`src/hw/rtl/erm_pkg.sv`:
```
`timescale 1ns / 1ps

package erm_pkg;

    // CORDIC dimensions and datapath widths.
    localparam int CORDIC_STEPS = 28;
    localparam int CW = 50;
    localparam int SW = 17;
    localparam int ROOT_W = 31;
    localparam int CS_W = 33;

    localparam logic signed [CW-1:0] CORDIC_GAIN = 50'sd652032874;
    localparam logic [31:0] HALF_TURN = 32'h8000_0000;
    localparam logic [31:0] EIGHTH_TURN = 32'h2000_0000;

    typedef enum logic {
        CMD_FORWARD = 1'b0,
        CMD_INVERSE = 1'b1
    } erm_cmd_t;

    typedef enum logic [1:0] {
        QUAD_0   = 2'd0,
        QUAD_90  = 2'd1,
        QUAD_180 = 2'd2,
        QUAD_270 = 2'd3
    } erm_quad_t;

    typedef struct packed {
        erm_cmd_t           command;
        logic        [15:0] yaw_angle;
        logic        [15:0] pitch_angle;
        logic        [15:0] roll_angle;
        logic signed [15:0] m_r00;
        logic signed [15:0] m_r10;
        logic signed [15:0] m_r20;
        logic signed [15:0] m_r21;
        logic signed [15:0] m_r22;
    } erm_item_t;

    typedef struct packed {
        erm_item_t              item;
        logic signed [SW-1:0]   s;
        logic [ROOT_W-1:0]      c;
    } erm_vec_t;

    typedef struct packed {
        logic signed [CW-1:0] x;
        logic signed [CW-1:0] y;
        logic [31:0]          z;
        erm_quad_t            q;
        logic                 zero;
    } erm_lane_t;

    typedef struct packed {
        erm_cmd_t        command;
        logic [15:0]     yaw_angle;
        logic [15:0]     pitch_angle;
        logic [15:0]     roll_angle;
        erm_lane_t [2:0] lane;
    } erm_cordic_t;

    typedef struct packed {
        logic signed [15:0] r00;
        logic signed [15:0] r01;
        logic signed [15:0] r02;
        logic signed [15:0] r10;
        logic signed [15:0] r11;
        logic signed [15:0] r12;
        logic signed [15:0] r20;
        logic signed [15:0] r21;
        logic signed [15:0] r22;
        logic signed [15:0] yaw;
        logic signed [15:0] pitch;
        logic signed [15:0] roll;
    } erm_result_t;

    // Arctangent of 2^-i in units of 2^-32 turn.
    function automatic logic [31:0] atan_turn(input int unsigned i);
        logic [31:0] r;
        case (i)
            0:       r = 32'h20000000;
            1:       r = 32'h12E4051D;
            2:       r = 32'h09FB385B;
            3:       r = 32'h051111D4;
            4:       r = 32'h028B0D43;
            5:       r = 32'h0145D7E1;
            6:       r = 32'h00A2F61E;
            7:       r = 32'h00517C55;
            8:       r = 32'h0028BE53;
            9:       r = 32'h00145F2E;
            10:      r = 32'h000A2F98;
            11:      r = 32'h000517CC;
            12:      r = 32'h00028BE6;
            13:      r = 32'h000145F3;
            14:      r = 32'h0000A2F9;
            15:      r = 32'h0000517C;
            16:      r = 32'h000028BE;
            17:      r = 32'h0000145F;
            18:      r = 32'h00000A2F;
            19:      r = 32'h00000517;
            20:      r = 32'h0000028B;
            21:      r = 32'h00000145;
            22:      r = 32'h000000A2;
            23:      r = 32'h00000051;
            24:      r = 32'h00000028;
            25:      r = 32'h00000014;
            26:      r = 32'h0000000A;
            27:      r = 32'h00000005;
            default: r = 32'h00000000;
        endcase
        return r;
    endfunction

    // Product of two values with 30 fraction bits, rounded back to 30 fraction bits.
    function automatic logic signed [CS_W-1:0] qmul(input logic signed [CS_W-1:0] a,
                                                    input logic signed [CS_W-1:0] b);
        logic signed [2*CS_W-1:0] p;
        p = a * b;
        p = p + ((2*CS_W)'(1) <<< 29);
        return CS_W'(p >>> 30);
    endfunction

endpackage

```
`src/hw/rtl/erm_isqrt.sv`:
```
`timescale 1ns / 1ps

module erm_isqrt #(
    parameter int COEF_FRAC_BITS = 14
) (
    input  logic               clk,
    input  logic               rst_n,
    input  logic               en,
    input  logic               in_valid,
    input  erm_pkg::erm_item_t in_item,
    output logic               out_valid,
    output erm_pkg::erm_vec_t  out_vec
);
    import erm_pkg::*;

    localparam int VW = 2 * COEF_FRAC_BITS + 2;
    localparam int NST = COEF_FRAC_BITS + 1;
    localparam logic signed [31:0] LIM = 32'sd1 <<< COEF_FRAC_BITS;
    localparam logic [VW-1:0] LIM2 = VW'(1) << (2 * COEF_FRAC_BITS);

    erm_item_t            item_a_reg;
    logic signed [SW-1:0] s_a_reg;
    logic                 vld_a_reg;
    logic signed [SW-1:0] s_a_next;

    erm_item_t            item_reg [NST+1];
    logic signed [SW-1:0] s_reg [NST+1];
    logic [VW-1:0]        v_reg [NST+1];
    logic [VW-1:0]        res_reg [NST+1];
    logic                 vld_reg [NST+1];
    logic [VW-1:0]        v_b_next;
    logic signed [2*SW-1:0] sq;

    // Saturate the asin operand to plus or minus one.
    always_comb
    begin
        logic signed [31:0] sw;
        sw = 32'(in_item.m_r20);
        if (sw > LIM)
        begin
            sw = LIM;
        end
        if (sw < -LIM)
        begin
            sw = -LIM;
        end
        s_a_next = SW'(sw);
    end

    // Radicand: one minus the squared sine.
    always_comb
    begin
        sq = s_a_reg * s_a_reg;
        v_b_next = LIM2 - VW'(sq);
    end

    always_ff @(posedge clk or negedge rst_n)
    begin
        if (!rst_n)
        begin
            vld_a_reg  <= 1'b0;
            vld_reg[0] <= 1'b0;
        end
        else if (en)
        begin
            vld_a_reg  <= in_valid;
            vld_reg[0] <= vld_a_reg;
        end
    end

    always_ff @(posedge clk)
    begin
        if (en)
        begin
            item_a_reg  <= in_item;
            s_a_reg     <= s_a_next;
            item_reg[0] <= item_a_reg;
            s_reg[0]    <= s_a_reg;
            v_reg[0]    <= v_b_next;
            res_reg[0]  <= '0;
        end
    end

    // One result bit per stage, most significant first.
    for (genvar j = 0; j < NST; j++)
    begin : g_bit
        localparam logic [VW-1:0] BITV = VW'(1) << (2 * (COEF_FRAC_BITS - j));
        logic [VW-1:0] v_next;
        logic [VW-1:0] res_next;

        always_comb
        begin
            if (v_reg[j] >= res_reg[j] + BITV)
            begin
                v_next   = v_reg[j] - (res_reg[j] + BITV);
                res_next = (res_reg[j] >> 1) + BITV;
            end
            else
            begin
                v_next   = v_reg[j];
                res_next = res_reg[j] >> 1;
            end
        end

        always_ff @(posedge clk or negedge rst_n)
        begin
            if (!rst_n)
            begin
                vld_reg[j+1] <= 1'b0;
            end
            else if (en)
            begin
                vld_reg[j+1] <= vld_reg[j];
            end
        end

        always_ff @(posedge clk)
        begin
            if (en)
            begin
                item_reg[j+1] <= item_reg[j];
                s_reg[j+1]    <= s_reg[j];
                v_reg[j+1]    <= v_next;
                res_reg[j+1]  <= res_next;
            end
        end
    end

    assign out_valid    = vld_reg[NST];
    assign out_vec.item = item_reg[NST];
    assign out_vec.s    = s_reg[NST];
    assign out_vec.c    = ROOT_W'(res_reg[NST]);

endmodule

```
`config.mk`:
```
export PLATFORM = sky130hd
export DESIGN_NAME = erm_isqrt
export DESIGN_NICKNAME = d
export VERILOG_FILES = /design/src/hw/rtl/erm_pkg.sv /design/src/hw/rtl/erm_isqrt.sv
export SDC_FILE = /design/constraint.sdc
export NUM_CORES = 2
export LEC_CHECK = 0
export BUFFER_PORTS_ARGS = -buffer_cell sky130_fd_sc_hd__buf_4
export CAP_MARGIN = 40
export CORE_ASPECT_RATIO = 1.75
export CORE_MARGIN = 5
export CORE_UTILIZATION = 41
export DETAILED_ROUTE_END_ITERATION = 10
export GPL_TIMING_DRIVEN = 0
export SYNTH_ARGS = -nofsm -noshare
export SYNTH_HDL_FRONTEND = slang
export SYNTH_SLANG_ARGS = --single-unit
export TNS_END_PERCENT = 1
```
`constraint.sdc`:
```
create_clock -name clk -period 12.6 [get_ports clk]
set_clock_uncertainty 0.1 [all_clocks]
set_input_delay 1.26 -clock clk [delete_from_list [all_inputs] [get_ports clk]]
set_output_delay 1.26 -clock clk [all_outputs]
set_load 0.03 [all_outputs]
```
# Word-level counts from Yosys, hierarchy flattened
# Memory sizes are Yosys's and may differ from the RTL's.
# Cells that the tools add are included.
[word_totals] regBits=163 ramBits=3296 in_bits=133 output_inout_bits=178 elab_cells=128 mem_count=4
[classes] addsub=46 n_mul=1 n_lt_le_gt_ge=17 n_mux=33
[mem_list] name="item_reg" depth=16 word_bits=129 rd=16 rd_clocked_by_memory_dff=0 write_ports=16 line="erm_isqrt.sv:26" source="erm_item_t item_reg [NST+1];"
[mem_list] name="res_reg" depth=16 word_bits=30 rd=16 rd_clocked_by_memory_dff=0 write_ports=16 line="erm_isqrt.sv:29" source="logic [VW-1:0] res_reg [NST+1];"
[mem_list] name="v_reg" depth=16 word_bits=30 rd=15 rd_clocked_by_memory_dff=0 write_ports=16 line="erm_isqrt.sv:28" source="logic [VW-1:0] v_reg [NST+1];"
[mem_list] name="s_reg" depth=16 word_bits=17 rd=16 rd_clocked_by_memory_dff=0 write_ports=16 line="erm_isqrt.sv:27" source="logic signed [SW-1:0] s_reg [NST+1];"
[ops] op="30-bit two-way mux" count=30
[ops] op="30-bit >= comparator" count=15
[ops] op="30-bit subtractor" count=15
[ops] op="32-bit by 15-bit less-than comparator with 1-bit output (second input constant)" count=1
[ops] op="32-bit two-way mux" count=1
[ops] op="29-bit by 1-bit adder with 30-bit output (second input constant)" count=1
[ops] op="29-bit by 11-bit adder with 30-bit output (second input constant)" count=1
[ops] op="29-bit by 13-bit adder with 30-bit output (second input constant)" count=1
[ops] op="29-bit by 15-bit adder with 30-bit output (second input constant)" count=1
[ops] op="29-bit by 17-bit adder with 30-bit output (second input constant)" count=1
[ops] op="29-bit by 19-bit adder with 30-bit output (second input constant)" count=1
[ops] op="29-bit by 21-bit adder with 30-bit output (second input constant)" count=1
[ops] op="29-bit by 23-bit adder with 30-bit output (second input constant)" count=1
[ops] op="29-bit by 25-bit adder with 30-bit output (second input constant)" count=1
[ops] op="29-bit by 27-bit adder with 30-bit output (second input constant)" count=1
[ops] op="29-bit by 29-bit adder with 30-bit output (second input constant)" count=1
[ops] op="29-bit by 3-bit adder with 30-bit output (second input constant)" count=1
[ops] op="29-bit by 5-bit adder with 30-bit output (second input constant)" count=1
[ops] op="29-bit by 7-bit adder with 30-bit output (second input constant)" count=1
[ops] op="29-bit by 9-bit adder with 30-bit output (second input constant)" count=1
[ops] op="30-bit by 1-bit adder with 30-bit output (second input constant)" count=1
[ops] op="30-bit by 11-bit adder with 30-bit output (second input constant)" count=1
[ops] op="30-bit by 13-bit adder with 30-bit output (second input constant)" count=1
[ops] op="30-bit by 15-bit adder with 30-bit output (second input constant)" count=1
[ops] op="15 further kinds" count=16

# Depth between registers and ports, before layout
# An unclocked memory read counts as a cell.
[logic_depth] ltp_word=4 depth_mapped=24 mapped_depth_nobuf=23

# Worst setup path after synthesis
# OpenSTA, ideal clock, no wires.
[synth_timing] path_type="register to register" startpoint="register s_a_reg[15]" endpoint="memory v_reg[0][28] in the netlist's numbering, data pin" setup_ns=0.262 arrival_time_ns=6.007 setup_slack_ns=6.230 path_stages_with_launch=25 n_path_buf=2 period_less_slack_ns=6.370 cell_sequence="edfxtp_1 clkbuf_1 clkbuf_1 nand2_1 inv_1 fa_1 inv_1 fa_1 ha_1 inv_1 fa_1 inv_1 fa_1 inv_1 fa_1 inv_1 ha_1 a21o_1 a21o_1 a21oi_1 o21ai_0 a22o_1 a211oi_1 a21oi_1 xor2_1"
[synth_rtl] item="start, declared" line="erm_isqrt.sv:22" source="logic signed [SW-1:0] s_a_reg;"
[synth_rtl] item="start signal, assigned" line="erm_isqrt.sv:76" source="s_a_reg <= s_a_next;"
[synth_rtl] item="end, declared" line="erm_isqrt.sv:28"

==> metrics <==
Psw 0.0100 W; Syn Area/Cell 19.6 um^2; Crit-path slowest cell clkbuf_1; die span in x 402 um; Seq pwr share 0.407; arrival time worst endpoint 8310 ps; commonest non-fill, non-tap cells in the layout edfxtp_1, inv_1, buf_4; Setup Crit Path Kind reg -> reg; Worst setup EP type register; DR vias 45600; DR vias/cell 4.55; Synth cell types 83; first-pass GRT wire length 265 mm; post-synthesis cell area 0.110 mm^2; clk sinks 3022; Final nets 6856; # port buffers 294; Mapped Cells 5630; Slew HR 0.277; setup ws final 4720 ps; Post-DP HPWL 110 mm; CTS tree done; number of global-route vias before repair 48200; PwrDens 251 mW/mm^2; Clk pwr share 0.264; fin. max-slew vios 0; CTS resizes 0; Layout Utilization 0.472; per-cell routed wire length 16.8 um; pin count of the biggest net entering global routing 204; max cap viols 0; critical path, cell by cell clkbuf_1 -> clkbuf_1 -> nand2_1 -> fa_1 -> fa_1 -> ha_1 -> inv_1 -> fa_1 -> inv_1 -> fa_1 -> inv_1 -> fa_1 -> inv_1 -> ha_1 -> and3_1 -> nand3_1 -> o211ai_1 -> a221oi_2 -> o311a_1 -> o21bai_1 -> a21oi_1 -> xnor2_1; DR DRC count 0; Num CTS Buffers 282; placeable core region 0.269 mm^2; # Post-CTS Setup Buffers 0; Final Hold Viols 0; IO Pins 311; drt first pass iters 5; Final min period 7880 ps; Worst-Margin Slew 1080 ps; share of post-route cells with drive strength above 1 0.149; CP delay by family, top adder cells; sequential area share after synthesis 0.821; routability cong. 0.866; initial antenna violation count 5; Fmax achieved 0.127 GHz; yosys warns 0; Die Ht 696 um; number of DRC markers in iteration 0 2524; DP Worst Slack 4680 ps; TNS Setup 0 ps; CTS Root Cell clkbuf_16; final worst path period share 0.626; internal power 0.0218 W; Seq cells post-synth 3022; total routed wirelength 168 mm; CP Data Required Time 13030 ps; peak supply drop 0.691 mV; max reg flops 2064; worst min path class in -> async; Clk Latency, worst-skew pair 820 ps; combinational power share 0.330; CP Max Fanout 10; EDFF count, synth 3005; RSZ-0062 raised after global routing no; Placement Rows 252; H-Tree Depth 5; setup violators final 0; Initial Util 0.411; Die ar. 0.280 mm^2; clk buf depth 4; Top FF cell, synth edfxtp_1; post-route cell area 0.127 mm^2; DP Area 0.118 mm^2; Detail Route Antenna Nets 0; Top cell by count, worst path fa_1; GRT overflow 0; status finished, final reports clean; Area growth syn-to-layout 14.9%; Post-CTS Hold Fix Bufs 0; Buf/Inv on CP 6; Leak 46.1 nW; CP max stage delay 670 ps; Async SR Flop Fraction 0.00563; type of origin of the critical path register; Total GRT Usage 0.119; Sw Share 0.315; most common cell after layout, fill and taps aside edfxtp_1; clock-pin slew of the registers on the worst-case setup and hold paths 60 ps
-- area by class of cell --
class / count / area [um^2]
Fill cell: 22300 / 142000
Sequential cell: 3022 / 90700
Multi-Input combinational cell: 1882 / 16400
Clock buffer: 334 / 7380
Tap cell: 3556 / 4450
Timing Repair Buffer: 321 / 2790
Inverter: 533 / 2000
Clock inverter: 163 / 1820
Buffer: 208 / 1420
Antenna cell: 3 / 7.51
-- kinds of logic (layout without fill, tap and decap cells) --
logic type | Yosys count | in the layout | share of synthesized area
AO/OA/AOI/OAI | 407 | 407 | 0.0237
AND/OR/NAND/NOR | 744 | 744 | 0.0345
multiplexers | 32 | 32 | 0.00322
other | 2 | 20 | 0.0000680
XOR/XNOR | 209 | 209 | 0.0166
flip-flops | 3022 | 3022 | 0.821
adder cells (fa/ha/maj) | 473 | 473 | 0.0697
buffers and inverters | 741 | 1559 | 0.0310
-- metal layers --
| layer | share of wire | global-route usage |
|---|---|---|
| met1 | 0.38 | 0.135 |
| met2 | 0.53 | 0.217 |
| met3 | 0.042 | 0.0224 |
| met4 | 0.049 | 0.0580 |
| met5 | 0.000042 | 0 |
-- power by group through the flow --
stage	Combinational, W	Clock (W)	Sequential [W]
5_1_grt	0.0117	0.00915	0.0130
4_1_cts	0.0107	0.00876	0.0130
3_3_place_gp	0.0104	0	0.0136
6_report	0.0105	0.00839	0.0130
2_1_floorplan	0.00751	0	0.0130
3_5_place_dp	0.0106	0	0.0132
-- per-stage QoR --
step,instances,hold slack [ps],power [W]
after global routing,10000,131,0.0339
after CTS,10000,86.0,0.0324
final,10000,200,0.0318
after floorplan,5645,300,0.0205
after global placement,9495,300,0.0241
after detailed placement,9522,305,0.0238
-- final timing paths --
path / depth (start not counted) / start / end / slack (ps)
worst max-delay path: 22 / s_a_reg[1] / v_reg[0][29] / 4720
worst min-delay path: 1 / rst_n / vld_a_reg / 200
worst max register to register: 22 / s_a_reg[1] / v_reg[0][29] / 4720
worst min register to register: 0 / item_reg[3][32] / item_reg[3][161] / 260
max in group asynchronous: 1 / rst_n / vld_reg[8] / 12020
min in group clk: 0 / item_reg[3][32] / item_reg[3][161] / 260
-- synth_stat cells, types with 60 or more instances --
library cell	number	area, um^2
edfxtp_1	3005	90200
inv_1	531	1990
ha_1	237	2970
fa_1	236	4720
nand2_1	230	863
buf_4	162	1220
nor2_1	141	529
xnor2_1	113	990
o21ai_0	106	531
a21oi_1	98	490
xor2_1	96	841
nor3_1	60	300
Power figures use the tool's default switching activity.
